**config.mk**
```make
export PLATFORM = sky130hd
export DESIGN_NAME = supply_output_supervisor
export DESIGN_NICKNAME = d
export VERILOG_FILES = /design/src/rtl/core/sos_pkg.sv /design/src/rtl/core/supply_output_supervisor.sv
export SDC_FILE = /design/constraint.sdc
export NUM_CORES = 2
export LEC_CHECK = 0
export ABC_AREA = 1
export BUFFER_PORTS_ARGS = -buffer_cell sky130_fd_sc_hd__buf_2
export CAP_MARGIN = 30
export CELL_PAD_IN_SITES_DETAIL_PLACEMENT = 1
export CELL_PAD_IN_SITES_GLOBAL_PLACEMENT = 2
export CORE_ASPECT_RATIO = 1.75
export CORE_UTILIZATION = 38
export DETAILED_ROUTE_END_ITERATION = 7
export PLACE_DENSITY_LB_ADDON = 0.2
export SKIP_CTS_REPAIR_TIMING = 1
export SLEW_MARGIN = 5
export SYNTH_ARGS = -nofsm -noshare
export SYNTH_HDL_FRONTEND = slang
export SYNTH_SLANG_ARGS = --single-unit
```
**constraint.sdc**
```tcl
create_clock -name clk_i -period 8.2 [get_ports clk_i]
set_input_delay 0.41 -clock clk_i [delete_from_list [all_inputs] [get_ports clk_i]]
set_output_delay 0.41 -clock clk_i [all_outputs]
set_load 0.005 [all_outputs]
```
**src/rtl/core/sos_pkg.sv**
```systemverilog
// Types and constants shared by the supply output supervisor.
package sos_pkg;

  localparam int unsigned CodeW     = 13;
  localparam int unsigned LimitW    = 23;
  localparam int unsigned TempW     = 12;
  localparam int unsigned PrescaleW = 8;
  localparam int unsigned MsW       = 16;
  localparam int unsigned CurrentW  = 16;
  localparam int unsigned PowerW    = 18;
  localparam int unsigned OnTimeW   = 32;
  localparam int unsigned AccW      = 48;
  localparam int unsigned CfgDataW  = 23;
  localparam int unsigned CfgIdxW   = 3;
  localparam int unsigned LimitMsW  = 33;

  localparam logic [LimitMsW-1:0] MsPerSecond = 33'd1000;

  localparam logic [CodeW-1:0]     PresetVoltageRst = 13'd2500;
  localparam logic [CodeW-1:0]     PresetCurrentRst = 13'd5000;
  localparam logic [TempW-1:0]     OverheatRst      = 12'd800;
  localparam logic [PrescaleW-1:0] PrescaleRst      = 8'd10;

  typedef enum logic [0:0] {
    OP_RAMP    = 1'b0,
    OP_CONTROL = 1'b1
  } op_e;

  typedef enum logic [2:0] {
    ST_STANDBY  = 3'd0,
    ST_CC       = 3'd1,
    ST_CV       = 3'd2,
    ST_PAUSED   = 3'd3,
    ST_OVERHEAT = 3'd4,
    ST_TIMER    = 3'd5
  } status_e;

  typedef enum logic [2:0] {
    BEEP_NONE     = 3'd0,
    BEEP_MODE     = 3'd1,
    BEEP_TOGGLE   = 3'd2,
    BEEP_ON_TIMER = 3'd3,
    BEEP_OVERHEAT = 3'd4,
    BEEP_TIMER    = 3'd5
  } beep_e;

  typedef enum logic [CfgIdxW-1:0] {
    CFG_PRESET_VOLTAGE = 3'd0,
    CFG_PRESET_CURRENT = 3'd1,
    CFG_RUN_LIMIT      = 3'd2,
    CFG_OVERHEAT_LIMIT = 3'd3,
    CFG_RAMP_PRESCALE  = 3'd4
  } cfg_reg_e;

  typedef struct packed {
    logic               load_enable;
    status_e            indicator;
    logic [CodeW-1:0]   voltage_drive;
    logic [CodeW-1:0]   current_drive;
    logic [OnTimeW-1:0] run_time_ms;
    logic [AccW-1:0]    charge_acc;
    logic [AccW-1:0]    energy_acc;
    beep_e              beep_code;
  } result_t;

endpackage

```
**src/rtl/core/supply_output_supervisor.sv**
```systemverilog
// Output supervisor of a bench supply: DAC ramp, load control, halts and accumulators.
// Pipeline: an accepted request is held in the input register, then its result is
// registered in the result register. Throughput: one request per cycle while the result
// channel is not stalled; the state update of one request is complete before the next
// request leaves the input register.
// Reset: asynchronous, active low; clears valid flags and supervisor state, loads register defaults.
module supply_output_supervisor
  import sos_pkg::*;
#(
  parameter int unsigned DAC_MAX = 5000
) (
  input  logic                 clk_i,
  input  logic                 rst_ni,
  // Configuration write port.
  input  logic                 cfg_we_i,
  input  logic [CfgIdxW-1:0]   cfg_idx_i,
  input  logic [CfgDataW-1:0]  cfg_wdata_i,
  // Request channel.
  input  logic                 in_valid_i,
  output logic                 in_ready_o,
  input  logic                 op_i,
  input  logic                 button_click_i,
  input  logic                 cc_mode_i,
  input  logic signed [TempW-1:0] temperature_i,
  input  logic                 sample_due_i,
  input  logic [MsW-1:0]       elapsed_ms_i,
  input  logic [CurrentW-1:0]  current_ma_i,
  input  logic [PowerW-1:0]    power_mw_i,
  // Result channel.
  output logic                 out_valid_o,
  input  logic                 out_ready_i,
  output logic                 load_enable_o,
  output logic [2:0]           indicator_o,
  output logic [CodeW-1:0]     voltage_drive_o,
  output logic [CodeW-1:0]     current_drive_o,
  output logic [OnTimeW-1:0]   run_time_ms_o,
  output logic [AccW-1:0]      charge_acc_o,
  output logic [AccW-1:0]      energy_acc_o,
  output logic [2:0]           beep_code_o
);

  // The ramp target saturates at the DAC full scale. DAC_MAX may exceed the
  // preset range, so the comparison is made on 16 bits.
  localparam logic [15:0] DacMax = 16'(DAC_MAX);

  // Configuration registers. The run limit is kept in milliseconds so that
  // the expiry test is a plain compare against the run time.
  logic [CodeW-1:0]        preset_v_q, preset_i_q;
  logic [LimitMsW-1:0]     limit_ms_q;
  logic signed [TempW-1:0] overheat_q;
  logic [PrescaleW-1:0]    prescale_q;

  always_ff @(posedge clk_i or negedge rst_ni) begin
    if (!rst_ni) begin
      preset_v_q <= PresetVoltageRst;
      preset_i_q <= PresetCurrentRst;
      limit_ms_q <= '0;
      overheat_q <= OverheatRst;
      prescale_q <= PrescaleRst;
    end else if (cfg_we_i) begin
      case (cfg_idx_i)
        CFG_PRESET_VOLTAGE: preset_v_q <= cfg_wdata_i[CodeW-1:0];
        CFG_PRESET_CURRENT: preset_i_q <= cfg_wdata_i[CodeW-1:0];
        CFG_RUN_LIMIT:      limit_ms_q <= LimitMsW'(cfg_wdata_i[LimitW-1:0]) * MsPerSecond;
        CFG_OVERHEAT_LIMIT: overheat_q <= cfg_wdata_i[TempW-1:0];
        CFG_RAMP_PRESCALE:  prescale_q <= cfg_wdata_i[PrescaleW-1:0];
        default: ;
      endcase
    end
  end

  // Pipeline control. The whole pipe moves when the result register is free
  // or being emptied; the input register refills in the same cycle.
  logic in_v_q, out_v_q, advance, in_fire, step_en;

  assign advance    = !out_v_q || out_ready_i;
  assign in_ready_o = !in_v_q || advance;
  assign in_fire    = in_valid_i && in_ready_o;
  assign step_en    = in_v_q && advance;

  always_ff @(posedge clk_i or negedge rst_ni) begin
    if (!rst_ni) begin
      in_v_q  <= 1'b0;
      out_v_q <= 1'b0;
    end else begin
      if (in_ready_o) begin
        in_v_q <= in_valid_i;
      end
      if (advance) begin
        out_v_q <= in_v_q;
      end
    end
  end

  // Input register holds the accepted request.
  op_e                     op_q;
  logic                    click_q, cc_q, due_q;
  logic signed [TempW-1:0] temp_q;
  logic [MsW-1:0]          ems_q;
  logic [CurrentW-1:0]     ima_q;
  logic [PowerW-1:0]       pmw_q;

  always_ff @(posedge clk_i) begin
    if (in_fire) begin
      op_q    <= op_e'(op_i);
      click_q <= button_click_i;
      cc_q    <= cc_mode_i;
      temp_q  <= temperature_i;
      due_q   <= sample_due_i;
      ems_q   <= elapsed_ms_i;
      ima_q   <= current_ma_i;
      pmw_q   <= power_mw_i;
    end
  end

  // Supervisor state.
  logic                 load_on_q, load_on_d;
  status_e              status_q, status_d;
  logic                 prev_cc_q, prev_cc_d;
  logic [OnTimeW-1:0]   on_time_q, on_time_d;
  logic [CodeW-1:0]     vcode_q, vcode_d, icode_q, icode_d;
  logic [PrescaleW-1:0] pcount_q, pcount_d;
  logic [AccW-1:0]      charge_q, charge_d, energy_q, energy_d;
  beep_e                beep_d;

  // Ramp step: one code toward the saturated preset.
  logic [CodeW-1:0]     target_v, target_i, vstep, istep;
  logic [PrescaleW-1:0] pcount_inc;

  assign target_v = ({3'b000, preset_v_q} > DacMax) ? DacMax[CodeW-1:0] : preset_v_q;
  assign target_i = ({3'b000, preset_i_q} > DacMax) ? DacMax[CodeW-1:0] : preset_i_q;
  assign vstep = (vcode_q < target_v) ? vcode_q + 1'b1 :
                 (vcode_q > target_v) ? vcode_q - 1'b1 : vcode_q;
  assign istep = (icode_q < target_i) ? icode_q + 1'b1 :
                 (icode_q > target_i) ? icode_q - 1'b1 : icode_q;
  assign pcount_inc = pcount_q + 1'b1;

  // Halt conditions use the run time from before this request.
  logic timer_on, hot, expired;

  assign timer_on = (limit_ms_q != '0);
  assign hot      = temp_q > overheat_q;
  assign expired  = timer_on && ({1'b0, on_time_q} >= limit_ms_q);

  // Integration: one product per accumulator, then a saturating add.
  logic [CurrentW+MsW-1:0] charge_prod;
  logic [PowerW+MsW-1:0]   energy_prod;
  logic [AccW:0]           charge_sum, energy_sum;

  assign charge_prod = ima_q * ems_q;
  assign energy_prod = pmw_q * ems_q;
  assign charge_sum  = {1'b0, charge_q} + (AccW+1)'(charge_prod);
  assign energy_sum  = {1'b0, energy_q} + (AccW+1)'(energy_prod);

  always_comb begin
    load_on_d = load_on_q;
    status_d  = status_q;
    prev_cc_d = prev_cc_q;
    on_time_d = on_time_q;
    vcode_d   = vcode_q;
    icode_d   = icode_q;
    pcount_d  = pcount_q;
    charge_d  = charge_q;
    energy_d  = energy_q;
    beep_d    = BEEP_NONE;

    if (op_q == OP_RAMP) begin
      pcount_d = pcount_inc;
      if (pcount_inc >= prescale_q) begin
        pcount_d = '0;
        vcode_d  = vstep;
        icode_d  = istep;
      end
    end else begin
      if ((cc_q != prev_cc_q) && load_on_q) begin
        beep_d = BEEP_MODE;
      end

      // A click toggles the load and restarts the ramp from zero.
      if (click_q) begin
        load_on_d = !load_on_q;
        beep_d    = (!load_on_q && timer_on) ? BEEP_ON_TIMER : BEEP_TOGGLE;
        vcode_d   = '0;
        icode_d   = '0;
        status_d  = ST_STANDBY;
      end

      // A halt indication is sticky until the next click.
      if (status_d != ST_OVERHEAT && status_d != ST_TIMER) begin
        if (on_time_q == '0 && !load_on_d) begin
          status_d = ST_STANDBY;
        end else if (load_on_d && cc_q) begin
          status_d = ST_CC;
        end else if (load_on_d) begin
          status_d = ST_CV;
        end else begin
          status_d = ST_PAUSED;
        end
      end

      // Overheat wins over timer expiry unless it is already being shown.
      if (hot || expired) begin
        load_on_d = 1'b0;
        vcode_d   = '0;
        icode_d   = '0;
        if (hot && status_d != ST_OVERHEAT) begin
          status_d = ST_OVERHEAT;
          beep_d   = BEEP_OVERHEAT;
        end else if (expired && status_d != ST_TIMER) begin
          status_d = ST_TIMER;
          beep_d   = BEEP_TIMER;
        end
      end

      if (due_q && load_on_d) begin
        charge_d  = charge_sum[AccW] ? '1 : charge_sum[AccW-1:0];
        energy_d  = energy_sum[AccW] ? '1 : energy_sum[AccW-1:0];
        on_time_d = on_time_q + OnTimeW'(ems_q);
      end

      prev_cc_d = cc_q;
    end
  end

  always_ff @(posedge clk_i or negedge rst_ni) begin
    if (!rst_ni) begin
      load_on_q <= 1'b0;
      status_q  <= ST_STANDBY;
      prev_cc_q <= 1'b0;
      on_time_q <= '0;
      vcode_q   <= '0;
      icode_q   <= '0;
      pcount_q  <= '0;
      charge_q  <= '0;
      energy_q  <= '0;
    end else if (step_en) begin
      load_on_q <= load_on_d;
      status_q  <= status_d;
      prev_cc_q <= prev_cc_d;
      on_time_q <= on_time_d;
      vcode_q   <= vcode_d;
      icode_q   <= icode_d;
      pcount_q  <= pcount_d;
      charge_q  <= charge_d;
      energy_q  <= energy_d;
    end
  end

  // Result register: the state after the request, drives forced to zero
  // while the load is off.
  result_t res_d, res_q;

  always_comb begin
    res_d.load_enable   = load_on_d;
    res_d.indicator     = status_d;
    res_d.voltage_drive = load_on_d ? vcode_d : '0;
    res_d.current_drive = load_on_d ? icode_d : '0;
    res_d.run_time_ms   = on_time_d;
    res_d.charge_acc    = charge_d;
    res_d.energy_acc    = energy_d;
    res_d.beep_code     = beep_d;
  end

  always_ff @(posedge clk_i) begin
    if (step_en) begin
      res_q <= res_d;
    end
  end

  assign out_valid_o     = out_v_q;
  assign load_enable_o   = res_q.load_enable;
  assign indicator_o     = res_q.indicator;
  assign voltage_drive_o = res_q.voltage_drive;
  assign current_drive_o = res_q.current_drive;
  assign run_time_ms_o   = res_q.run_time_ms;
  assign charge_acc_o    = res_q.charge_acc;
  assign energy_acc_o    = res_q.energy_acc;
  assign beep_code_o     = res_q.beep_code;

  // Drives are zero whenever a result reports the load as off.
  assert property (@(posedge clk_i) disable iff (!rst_ni)
    (out_valid_o && !load_enable_o) |-> (voltage_drive_o == '0 && current_drive_o == '0))
    else $error("drive non-zero with load off");

  // A halt indication always comes with the load switched off.
  assert property (@(posedge clk_i) disable iff (!rst_ni)
    (out_valid_o && (indicator_o == ST_OVERHEAT || indicator_o == ST_TIMER))
      |-> !load_enable_o)
    else $error("load on during halt");

  // State only moves when a request is processed.
  assert property (@(posedge clk_i) disable iff (!rst_ni)
    !step_en |=> ($stable(on_time_q) && $stable(charge_q) && $stable(pcount_q)))
    else $error("state changed without a request");

  // The saturating accumulators never decrease.
  assert property (@(posedge clk_i) disable iff (!rst_ni)
    step_en |=> (charge_q >= $past(charge_q) && energy_q >= $past(energy_q)))
    else $error("accumulator decreased");

endmodule

```
==> out/results.ini <==
[cts]
htreeDepth=2
cts_buffers=55
clk_latency_ns=0.70
clock_path_buffers=3
cts_root_buf=clkbuf_16
cts.sinks=472
cts_tree=done
clkSlewWorstSetupHoldPaths_ns=0.07

[yosys]
postSynthAreaPerCell_um2=7.529
synth_fp_nets=7950
ys_warn_count=0
synth_top_family_by_area=adder cells
synth-seq-cells=472
netlist_instances=6903
yosys.area_share.xor_xnor=0.01348
synthMuxAreaShare=0
synth_compound_area_frac=0.04521
synth_top_cell_area_share=0.2176
synth_cell_types=50
yosysTopAreaCell=fa_1
synth-simple-area-share=0.2431
synth_area_um2=51970
ys_top_cells_by_area=fa_1, nand2_1, edfxtp_1
synth_fa_ha_area_frac=0.3103
synth-edff-count=227
yosysSeqAreaShare=0.2495
synth-main-ff-cell=dfrtp_1
async_flop_share=0.5191

[critical_path]
crit_arrival_ns=7.89
criticalPathCategory=flop to flop
critPathLaunch=ems_q[8]$_DFFE_PP_
r2r-start=ems_q[8]$_DFFE_PP_
required_ns=8.63
start_kind=flop
cp-end-kind=flop
reg2reg_slack_ns=0.74
critPathMaxFanout=23

[floorplan]
die_h_um=491.2
dieArea_um2=138300
ios=260
core_area_um2=135700
initial_core_util=0.3829
fp.dieW_um=281.6
rows=179

[timing]
slew_violations=0
rsz0062_at_grt=false
max-slew-margin-rel=0.2738
period_minus_slack_ns=7.456
final.setup.tns_ns=0
setup_viol=0
tightest_slew_ns=1.089
finalCritPeriodShare=0.9093
hold_viol=0
finalClockSkew_ns=0.03004
worst_slack_ns=0.7435
fmax_ghz=0.1341

[route]
ant_nets=0
vias=44300
drt_iter0_drc=1734
drc_errors=0
drt-pass1-iter-count=6
wire_per_inst_um=20.54
avgViaCountPerCell=4.928
wl_um=184600

[grt]
grt_pass1_wl_um=286700
grt_pass1_vias=49060
overflow=0
grt_max_degree=152
track_usage=0.2734
antenna_found_initial=13

[cells_and_area]
final_common_cell=nand2_1
finalNetCount=8173
drive_above_1_share=0.06943
fin_area_um2=57910
postLayoutCoreUtil=0.4267
layout_common_cells=nand2_1, inv_1, fa_1
area_growth_pct=11.44

[place]
gp_congestion=0.9132
post-place-ws_ns=0.7217
hpwl_um=149500
port_buffers=259
place_area_um2=55320

[run_status]
status=finished, final reports clean

[min_path]
hp-start=elapsed_ms_i[13]
hold_class=input port to flop

[flow_run]
max_cap_violations=0

worst max-delay path, stage by stage (launching register included):
cell      delay (ns)
edfxtp_1        0.84
buf_4           0.47
nand2_1         0.13
fa_1            0.54
inv_1           0.06
fa_1            0.48
fa_1            0.53
fa_1            0.40
fa_1            0.57
inv_1           0.07
fa_1            0.48
inv_1           0.04
ha_1            0.35
nand2_1         0.09
nand2_1         0.06
a21oi_1         0.16
inv_1           0.07
a21oi_1         0.27
o21ai_0         0.16
nand2_1         0.10
nand3_2         0.46
buf_4           0.43
nor2_1          0.12
nand2_1         0.08
and2_1          0.21
sequential cells by signal, summed over array words and instances (netlist names), 16 cells and up:
signal         count
pmw_q             18
charge_q          48
charge_acc_o      48
energy_acc_o      48
ima_q             16
ems_q             16
limit_ms_q        30
on_time_q         32
energy_q          48
run_time_ms_o     32
kinds of logic after synthesis:
| logic type | Yosys count |
|---|---|
| AO/OA/AOI/OAI | 427 |
| AND/OR/NAND/NOR | 3079 |
| XOR/XNOR | 80 |
| flip-flops | 472 |
| adder cells (fa/ha/maj) | 950 |
| buffers and inverters | 1895 |
worst paths after layout:
path,to,cells past startpoint
setup / recovery,energy_acc_o[2]$_DFFE_PP_,24
hold / removal,ems_q[13]$_DFFE_PP_,1
setup reg to reg,energy_acc_o[2]$_DFFE_PP_,24
hold reg to reg,charge_q[28]$_DFFE_PN0P_,2
max in group asynchronous,energy_q[22]$_DFFE_PN0P_,3
min in group asynchronous,vcode_q[3]$_DFFE_PN0P_,2
synthesized netlist by cell type (15+ instances only):
cell type and count:
a21oi_1 150, and2_1 82, buf_2 27, clkbuf_1 191, dfrtp_1 230, dfstp_2 15, edfxtp_1 227, fa_1 565
ha_1 385, inv_1 1650, nand2_1 2091, nand3_1 358, nand4_1 54, nor2_1 388, nor3_1 51, o21ai_0 184
o21bai_1 44, or2_2 15, xnor2_1 16, xor2_1 64
layout make-up:
class	count	area (µm²)
fillers	17010	77810
multi-input cells	4536	31830
flip-flops and latches	472	12970
inverters	1659	6237
repair buffers	402	2698
well taps	1810	2265
clock buffers	66	1469
clock inverters	38	434.2
diodes	5	12.51
stage by stage:
| step | hold WS, ns | std cells |
|---|---|---|
| 2_1_floorplan | 0.1144 | 6903 |
| 3_3_place_gp | 0.4613 | 8810 |
| 3_5_place_dp | 0.4660 | 8813 |
| 4_1_cts | -0.2449 | 8917 |
| 5_1_grt | 0.0008796 | 8986 |
| 6_report | 0.01417 | 8988 |
routing by layer:
| metal | track usage | wire, µm | vias to the layer above |
|---|---|---|---|
| li1 | - | - | 21040 |
| met1 | 0.3014 | 70620 | 22190 |
| met2 | 0.5227 | 100400 | 730 |
| met3 | 0.02392 | 4653 | 338 |
| met4 | 0.1189 | 8882 | 2 |
| met5 | 0 | 13 | - |
Power is left out: the tool's default activity adds up to more than one toggle a clock period on the data nets, which glitch-free logic cannot reach.
